--- src/design/tfvw_pkg.sv ---
// shared constants, types and helpers for the terrain vertex warp block
`timescale 1ns / 1ps
`default_nettype none

package tfvw_pkg;

  localparam int GRID_SIDE    = 3;
  localparam int CORNER_COUNT = 4;
  localparam int GRID_CNT     = GRID_SIDE * GRID_SIDE;
  localparam int IDX_W        = 4;
  localparam int QW           = 32;
  // normalized coordinate, 0 to 1.0 in unsigned Q1.16
  localparam int CW           = 17;

  localparam int NDIV_STEPS = 16;
  localparam int LDIV_STEPS = 32;

  // stage numbers, stage 0 being the input register
  localparam int ST_CX    = 2 + NDIV_STEPS;
  localparam int SAMP_LAT = 7;
  localparam int ST_TZ    = ST_CX + SAMP_LAT;
  localparam int ST_ML    = 2 + LDIV_STEPS;
  localparam int ST_OUT   = ST_ML + 3;

  localparam logic signed [QW-1:0] EPS_RAW = 32'sd65;
  localparam logic [CW-1:0]        C_ONE   = 17'h10000;
  localparam logic signed [QW-1:0] Q_MAX   = 32'sh7fffffff;
  localparam logic signed [QW-1:0] Q_MIN   = 32'sh80000000;

  typedef enum logic {
    REQ_VERTEX = 1'b0,
    REQ_LOAD   = 1'b1
  } req_t;

  typedef enum logic [2:0] {
    CFG_FOOT_MIN_X   = 3'd0,
    CFG_FOOT_MAX_X   = 3'd1,
    CFG_FOOT_MIN_Y   = 3'd2,
    CFG_FOOT_MAX_Y   = 3'd3,
    CFG_MODEL_SPAN   = 3'd4,
    CFG_TERRAIN_SPAN = 3'd5,
    CFG_CELL_SIZE    = 3'd6,
    CFG_BOUND_MIN_Z  = 3'd7
  } cfg_idx_t;

  typedef struct packed {
    logic             we;
    logic [IDX_W-1:0] idx;
    logic [QW-1:0]    data;
  } tbl_wr_t;

  function automatic logic signed [QW-1:0] sat32(input logic signed [63:0] v);
    logic signed [QW-1:0] r;
    if (v > 64'(Q_MAX)) begin
      r = Q_MAX;
    end else if (v < 64'(Q_MIN)) begin
      r = Q_MIN;
    end else begin
      r = v[QW-1:0];
    end
    return r;
  endfunction

endpackage

`default_nettype wire

--- src/design/tfvw_norm_div.sv ---
// pipelined restoring divider for footprint normalization, one quotient bit per stage
`timescale 1ns / 1ps
`default_nettype none

module tfvw_norm_div
  import tfvw_pkg::*;
(
  input  wire logic               clk,
  input  wire logic               en,
  input  wire logic signed [33:0] num,
  input  wire logic [31:0]        den,
  output logic [CW-1:0]           coord
);

  logic [31:0]           rem_r  [0:NDIV_STEPS];
  logic [NDIV_STEPS-1:0] quo_r  [0:NDIV_STEPS];
  logic                  zero_r [0:NDIV_STEPS];
  logic                  one_r  [0:NDIV_STEPS];

  // den is config derived; the user must keep it steady while items are in flight, this block does not enforce it
  always_ff @(posedge clk) begin
    if (en) begin
      zero_r[0] <= (den == '0) || (num <= 34'sd0);
      one_r[0]  <= (num >= $signed({2'b00, den}));
      rem_r[0]  <= num[31:0];
      quo_r[0]  <= '0;
    end
  end

  for (genvar k = 1; k <= NDIV_STEPS; k++) begin : g_step
    logic [32:0] shl;
    logic        fit;
    assign shl = {rem_r[k-1], 1'b0};
    assign fit = (shl >= {1'b0, den});
    always_ff @(posedge clk) begin
      if (en) begin
        rem_r[k]  <= fit ? 32'(shl - {1'b0, den}) : shl[31:0];
        quo_r[k]  <= {quo_r[k-1][NDIV_STEPS-2:0], fit};
        zero_r[k] <= zero_r[k-1];
        one_r[k]  <= one_r[k-1];
      end
    end
  end

  always_comb begin
    if (zero_r[NDIV_STEPS]) begin
      coord = '0;
    end else if (one_r[NDIV_STEPS]) begin
      coord = C_ONE;
    end else begin
      coord = {1'b0, quo_r[NDIV_STEPS]};
    end
  end

endmodule

`default_nettype wire

--- config.mk ---
export PLATFORM = sky130hd
export DESIGN_NAME = tfvw_norm_div
export DESIGN_NICKNAME = d
export VERILOG_FILES = /design/src/design/tfvw_pkg.sv /design/src/design/tfvw_norm_div.sv
export SDC_FILE = /design/constraint.sdc
export NUM_CORES = 2
export LEC_CHECK = 0
export BUFFER_PORTS_ARGS = -buffer_cell sky130_fd_sc_hd__clkbuf_2
export CORE_ASPECT_RATIO = 1.4
export CORE_UTILIZATION = 38
export DETAILED_ROUTE_END_ITERATION = 8
export PLACE_DENSITY = 0.49
export SYNTH_ARGS = -nofsm -noshare
export SYNTH_HDL_FRONTEND = slang
export SYNTH_SLANG_ARGS = --single-unit
--- constraint.sdc ---
create_clock -name clk -period 6.6 [get_ports clk]
set_clock_uncertainty 0.15 [all_clocks]
set_input_delay 1.32 -clock clk [delete_from_list [all_inputs] [get_ports clk]]
set_output_delay 1.32 -clock clk [all_outputs]
set_load 0.03 [all_outputs]
Word level (Yosys, flattened, before mapping)
Memory sizes are Yosys's and may differ from the RTL's.
Index checks and enable logic that the tools add are counted.
Operators by class
  $add $sub $neg: 16
  multiply operators: 0
  div/mod/pow operators: 0
  order comparisons: 18
  equal/unequal tests: 0
  shift-type cells: 0
  mux-type cells: 20
  bitwise operators: 0
  reductions and logical operators: 2
Operator list (count)
  $ge A33 B32 Y1: 16
  $mux W32: 16
  $sub A32 B32 Y32: 16
  $ge A34 B33 Y1: 1
  $le A34 B1 Y1 const B: 1
  $mux W17: 2
  $logic_not A32 Y1: 1
  $mux W1: 2
  $logic_or A1 B1 Y1: 1
Storage, ports and cells
  flip-flop bits (word level): 0
  latch bits: 0
  RAM bits: 850
  bits in read-only memories: 0
  input port bits: 68
  output and inout port bits: 17
  logic and storage cells: 60
  memories kept: 4
Memory list
  rem_r: words 17, bits a word 32, read ports 16, clocked after Yosys merged registers in 0, write ports 17, line tfvw_norm_div.sv:15  | logic [31:0] rem_r [0:NDIV_STEPS];
  quo_r: words 17, bits a word 16, read ports 17, clocked after Yosys merged registers in 0, write ports 17, line tfvw_norm_div.sv:16  | logic [NDIV_STEPS-1:0] quo_r [0:NDIV_STEPS];
  one_r: words 17, bits a word 1, read ports 17, clocked after Yosys merged registers in 0, write ports 17, line tfvw_norm_div.sv:18  | logic one_r [0:NDIV_STEPS];
  zero_r: words 17, bits a word 1, read ports 17, clocked after Yosys merged registers in 0, write ports 17, line tfvw_norm_div.sv:17  | logic zero_r [0:NDIV_STEPS];

Depth between registers and ports, before layout
An unclocked memory read counts as a cell.
  depth in word-level cells: 3
  depth in mapped cells: 17
  mapped depth without buffers: 14

Worst setup path before layout
OpenSTA, ideal clock, no wires.
  kind: input to register
  from: in den[10]
  to: mem rem_r[7][27] (netlist: rem_r[0][251]) (data pin)
  setup time: 0.260 ns
  arrival: 4.670 ns
  data required time: 6.190 ns
  path slack: 1.520 ns
  stages on the path: 15
  buffers on the path: 2
  cells stage by stage: inv_1 -> ha_1 -> clkbuf_1 -> a21o_1 -> a2111oi_0 -> nand2_1 -> or3_4 -> a31oi_4 -> o21ai_1 -> a21o_1 -> a41oi_2 -> nor2_1 -> nor4_4 -> buf_6 -> mux2_2
RTL lines
  start: declaration: line tfvw_norm_div.sv:11  | input wire logic [31:0] den,
  end: declaration: line tfvw_norm_div.sv:15

==> metrics.txt <==
# TYPE chip_impl_metric gauge
chip_impl_info{name="start_kind",value="primary input"} 1
chip_impl_metric{name="floorplan.die_area",unit="µm²"} 135600
chip_impl_metric{name="post_route_cells_drive_above_1_share",unit="%"} 10.03
chip_impl_metric{name="rrSetupSlack",unit="ns"} 2.06
chip_impl_info{name="cts_tree",value="done"} 1
chip_impl_metric{name="clock_sink_count",unit=""} 682
chip_impl_info{name="worstReg2RegStart",value="rem_r[0][353]"} 1
chip_impl_metric{name="design_area",unit="µm²"} 56980
chip_impl_metric{name="cts_buffer_depth",unit=""} 3
chip_impl_info{name="leading_cell_type_by_number_of_instances_after_synthesis",value="sky130_fd_sc_hd__edfxtp_1"} 1
chip_impl_metric{name="synth.cell_area",unit="µm²"} 50950
chip_impl_info{name="outcome",value="finished, final reports clean"} 1
chip_impl_metric{name="rows",unit=""} 158
chip_impl_metric{name="grt_overflow_total",unit=""} 0
chip_impl_metric{name="ys_async_sr_fraction",unit="%"} 0
chip_impl_metric{name="num-nets-final",unit=""} 5827
chip_impl_metric{name="fp.dieW",unit="µm"} 311.5
chip_impl_metric{name="power.density",unit="nW/µm²"} 524.6
chip_impl_metric{name="routabilityCongestion",unit=""} 0.9138
chip_impl_metric{name="number_of_synthesized_flops_with_an_enable_pin",unit=""} 682
chip_impl_metric{name="drt_iter0_drc",unit=""} 2227
chip_impl_info{name="synthDominantAreaCellType",value="sky130_fd_sc_hd__edfxtp_1"} 1
chip_impl_metric{name="hold_buffers",unit=""} 0
chip_impl_metric{name="vdd_drop_max",unit="mV"} 0.2453
chip_impl_info{name="hold_start",value="quo_r[15][9]"} 1
chip_impl_metric{name="pre_cts_slack",unit="ns"} 0.5025
chip_impl_metric{name="total_negative_slack_for_setup_checks",unit="ns"} 0
chip_impl_metric{name="coreArea",unit="µm²"} 132700
chip_impl_metric{name="number_of_cells_on_the_worst_reg_to_reg_path",unit=""} 15
chip_impl_metric{name="postLayoutSetupSlackWorst",unit="ns"} 1.247
chip_impl_metric{name="synth.ff_latch_count",unit=""} 682
chip_impl_metric{name="grt_pass1_vias",unit=""} 39720
chip_impl_info{name="critPathLaunch",value="den[4]"} 1
chip_impl_info{name="setup.worst_path.end_class",value="flip-flop"} 1
chip_impl_info{name="worst_setup_path_endpoint",value="rem_r[0][134]"} 1
chip_impl_metric{name="worst_pin_slew",unit="ns"} 1.053
chip_impl_info{name="worstSetupPathType",value="primary input to flip-flop"} 1
chip_impl_metric{name="filler_cell_count",unit=""} 12810
chip_impl_metric{name="timing.slew.headroom",unit="%"} 29.75
chip_impl_metric{name="worst_setup_hold_path_clk_slew",unit="ns"} 0.06
chip_impl_metric{name="worstPathMaxFanout",unit=""} 60
chip_impl_info{name="cts.root.buffer_cell",value="sky130_fd_sc_hd__clkbuf_16"} 1
chip_impl_info{name="synthTopCellsByCount",value="682 x sky130_fd_sc_hd__edfxtp_1, 543 x sky130_fd_sc_hd__ha_1, 461 x sky130_fd_sc_hd__a21oi_1, 437 x sky130_fd_sc_hd__nand2_1, 394 x sky130_fd_sc_hd__o21ai_0"} 1
chip_impl_metric{name="tritoncts.num_buffers",unit=""} 79
chip_impl_metric{name="yosysTopAreaCellShare",unit="%"} 40.19
chip_impl_metric{name="post_cts.resized_instances",unit=""} 0
chip_impl_info{name="setup_repair_after_global_routing_missed_its_margin",value="false"} 1
chip_impl_metric{name="grt_pass1_wl",unit="mm"} 245.0
chip_impl_info{name="synth_top_cells_by_area",value="sky130_fd_sc_hd__edfxtp_1 40%, sky130_fd_sc_hd__ha_1 13%, sky130_fd_sc_hd__a21oi_1 4.5%"} 1
chip_impl_metric{name="period_share",unit="%"} 81.11
chip_impl_metric{name="max_cap_violations",unit=""} 0
chip_impl_metric{name="avgViaCountPerCell",unit=""} 5.635
chip_impl_metric{name="fmax",unit="MHz"} 186.8
chip_impl_metric{name="post-cts-setup-buffers",unit=""} 0
chip_impl_metric{name="total_leakage_power",unit="nW"} 22.89
chip_impl_metric{name="grt_max_degree",unit=""} 162
chip_impl_metric{name="net_count_of_the_mapped_netlist",unit=""} 5703
chip_impl_metric{name="drtPass1Iterations",unit=""} 6
chip_impl_metric{name="synth.lib_cells_used.distinct",unit=""} 92
chip_impl_metric{name="cts.htree.levels",unit=""} 3
chip_impl_metric{name="vias_post_dr",unit=""} 39590
chip_impl_metric{name="die_height",unit="µm"} 435.3
chip_impl_metric{name="synth_cells",unit=""} 5077
chip_impl_metric{name="fin_hold_ws",unit="ns"} 0.2658
chip_impl_metric{name="syn_area_per_cell",unit="µm²"} 10.04
chip_impl_metric{name="wl_per_cell",unit="µm"} 23.74
chip_impl_metric{name="portBuffers",unit=""} 84
chip_impl_metric{name="area_growth",unit="%"} 11.83
chip_impl_metric{name="io_pins",unit=""} 85
chip_impl_metric{name="effective_utilization_at_floorplan",unit="%"} 38.41
chip_impl_metric{name="hold_viol_final",unit=""} 0
chip_impl_metric{name="hpwl",unit="mm"} 127.3
chip_impl_metric{name="synth.yosys.seq_area_share",unit="%"} 40.19
chip_impl_metric{name="critPathArrivalTime",unit="ns"} 5.64
chip_impl_metric{name="drc",unit=""} 0
chip_impl_metric{name="layout_min_cycle_time",unit="ns"} 5.353
chip_impl_info{name="dominantRegCellSynth",value="sky130_fd_sc_hd__edfxtp_1"} 1
chip_impl_metric{name="track_usage",unit="%"} 24.15
chip_impl_metric{name="finalSetupViolations",unit=""} 0
chip_impl_info{name="crit-reg2reg-capture",value="rem_r[0][414]"} 1
chip_impl_metric{name="yosys_warnings",unit=""} 0
chip_impl_info{name="worstHoldPathType",value="flip-flop to flip-flop"} 1
chip_impl_metric{name="clk-insertion-delay-late",unit="ns"} 0.71
chip_impl_metric{name="detail_route.wirelength",unit="mm"} 166.8
chip_impl_metric{name="number_of_slew_limit_violations_in_the_final_report",unit=""} 0
chip_impl_metric{name="required",unit="ns"} 6.89
chip_impl_metric{name="dpl_cell_area",unit="µm²"} 54180
chip_impl_metric{name="ant_nets",unit=""} 0
chip_impl_metric{name="grt_antenna_before_repair",unit=""} 1
## routing by layer
layer	vias to the layer above	GRT usage [%]	wire, µm
met3	304	2.199	4537
met4	0	15.14	11070
met5	-	0	0
met2	746	46.57	89600
li1	19400	-	-
met1	19140	24.73	61570
## critical path: stages
cell and delay [ns]:
sky130_fd_sc_hd__clkbuf_2 0.09, sky130_fd_sc_hd__inv_1 0.62, sky130_fd_sc_hd__buf_4 0.41, sky130_fd_sc_hd__ha_1 0.26, sky130_fd_sc_hd__nand3_1 0.13, sky130_fd_sc_hd__o21bai_1 0.20, sky130_fd_sc_hd__a31oi_1 0.20, sky130_fd_sc_hd__nor2_1 0.11
sky130_fd_sc_hd__o31ai_1 0.53, sky130_fd_sc_hd__a21oi_1 0.22, sky130_fd_sc_hd__a21oi_1 0.27, sky130_fd_sc_hd__a31o_2 0.22, sky130_fd_sc_hd__o21ai_0 0.08, sky130_fd_sc_hd__a22o_2 0.28, sky130_fd_sc_hd__buf_4 0.29, sky130_fd_sc_hd__mux2_2 0.33
## state kept, by name (all words and copies together) (netlist names)
register and cells:
rem_r 512, quo_r 136, one_r 17, zero_r 17
## layout by cell type (no fill, tap or decap), types with 83 or more instances in the layout
cell type,count
sky130_fd_sc_hd__o21ai_0,394
sky130_fd_sc_hd__a21oi_1,461
sky130_fd_sc_hd__inv_1,146
sky130_fd_sc_hd__mux2_2,155
sky130_fd_sc_hd__edfxtp_1,682
sky130_fd_sc_hd__buf_4,83
sky130_fd_sc_hd__clkbuf_2,83
sky130_fd_sc_hd__nor2_1,315
sky130_fd_sc_hd__nand3_1,116
sky130_fd_sc_hd__ha_1,543
sky130_fd_sc_hd__nand2_1,436
sky130_fd_sc_hd__xor2_1,163
sky130_fd_sc_hd__a21o_1,273
sky130_fd_sc_hd__xnor2_1,241
## per-stage QoR
step | total power [mW] | cells | util, %
after floorplan | 20.38 | 5077 | -
after global placement | 25.10 | 6880 | 40.84
after detailed placement | 25.10 | 6880 | 40.84
after CTS | 30.08 | 7025 | 42.95
after global routing | 32.03 | 7025 | 42.95
final | 29.89 | 7026 | 42.95
## area by class of cell
class	count	area (µm²)	share of cell area, %
Clock inverter	63	810.8	1.423
Inverter	151	566.8	0.9948
Multi-Input combinational cell	4091	29290	51.41
Sequential cell	682	20480	35.94
Antenna cell	1	2.502	0.004392
Tap cell	1760	2202	3.865
Clock buffer	82	1988	3.489
Timing Repair Buffer	196	1634	2.868
## cell families (layout without fill, tap and decap cells)
family | count (synthesis) | in the layout | share of synthesized area, %
AO/OA/AOI/OAI | 1598 | 1598 | 19.76
XOR/XNOR | 404 | 404 | 6.945
adder cells (fa/ha/maj) | 558 | 558 | 13.92
buffers and inverters | 304 | 492 | 2.429
flip-flops | 682 | 682 | 40.19
multiplexers | 191 | 191 | 4.199
other | 0 | 1 | 0
AND/OR/NAND/NOR | 1340 | 1340 | 12.55
## power by group
| part | switching [mW] | internal [mW] | leakage (nW) | total, mW |
|---|---|---|---|---|
| Sequential | 1.27 | 7.43 | 6.68 | 8.70 |
| Clock | 2.02 | 2.81 | 1.34 | 4.83 |
| Combinational | 9.23 | 7.13 | 14.9 | 16.4 |
| Total | 12.5 | 17.4 | 22.9 | 29.9 |
## how the worst min path moves through the flow
stage / cells past startpoint / slack, ns / end
finish: 0 / 0.27 / quo_r[16][10]
global route: 0 / 0.27 / zero_r[1][4]
CTS: 0 / 0.27 / quo_r[13][2]
detailed placement: 0 / 0.25 / one_r[0][7]
global placement: 0 / 0.25 / quo_r[10][8]
floorplan: 0 / 0.25 / one_r[0][1]
Note: power is estimated with default switching activity, not from simulation.
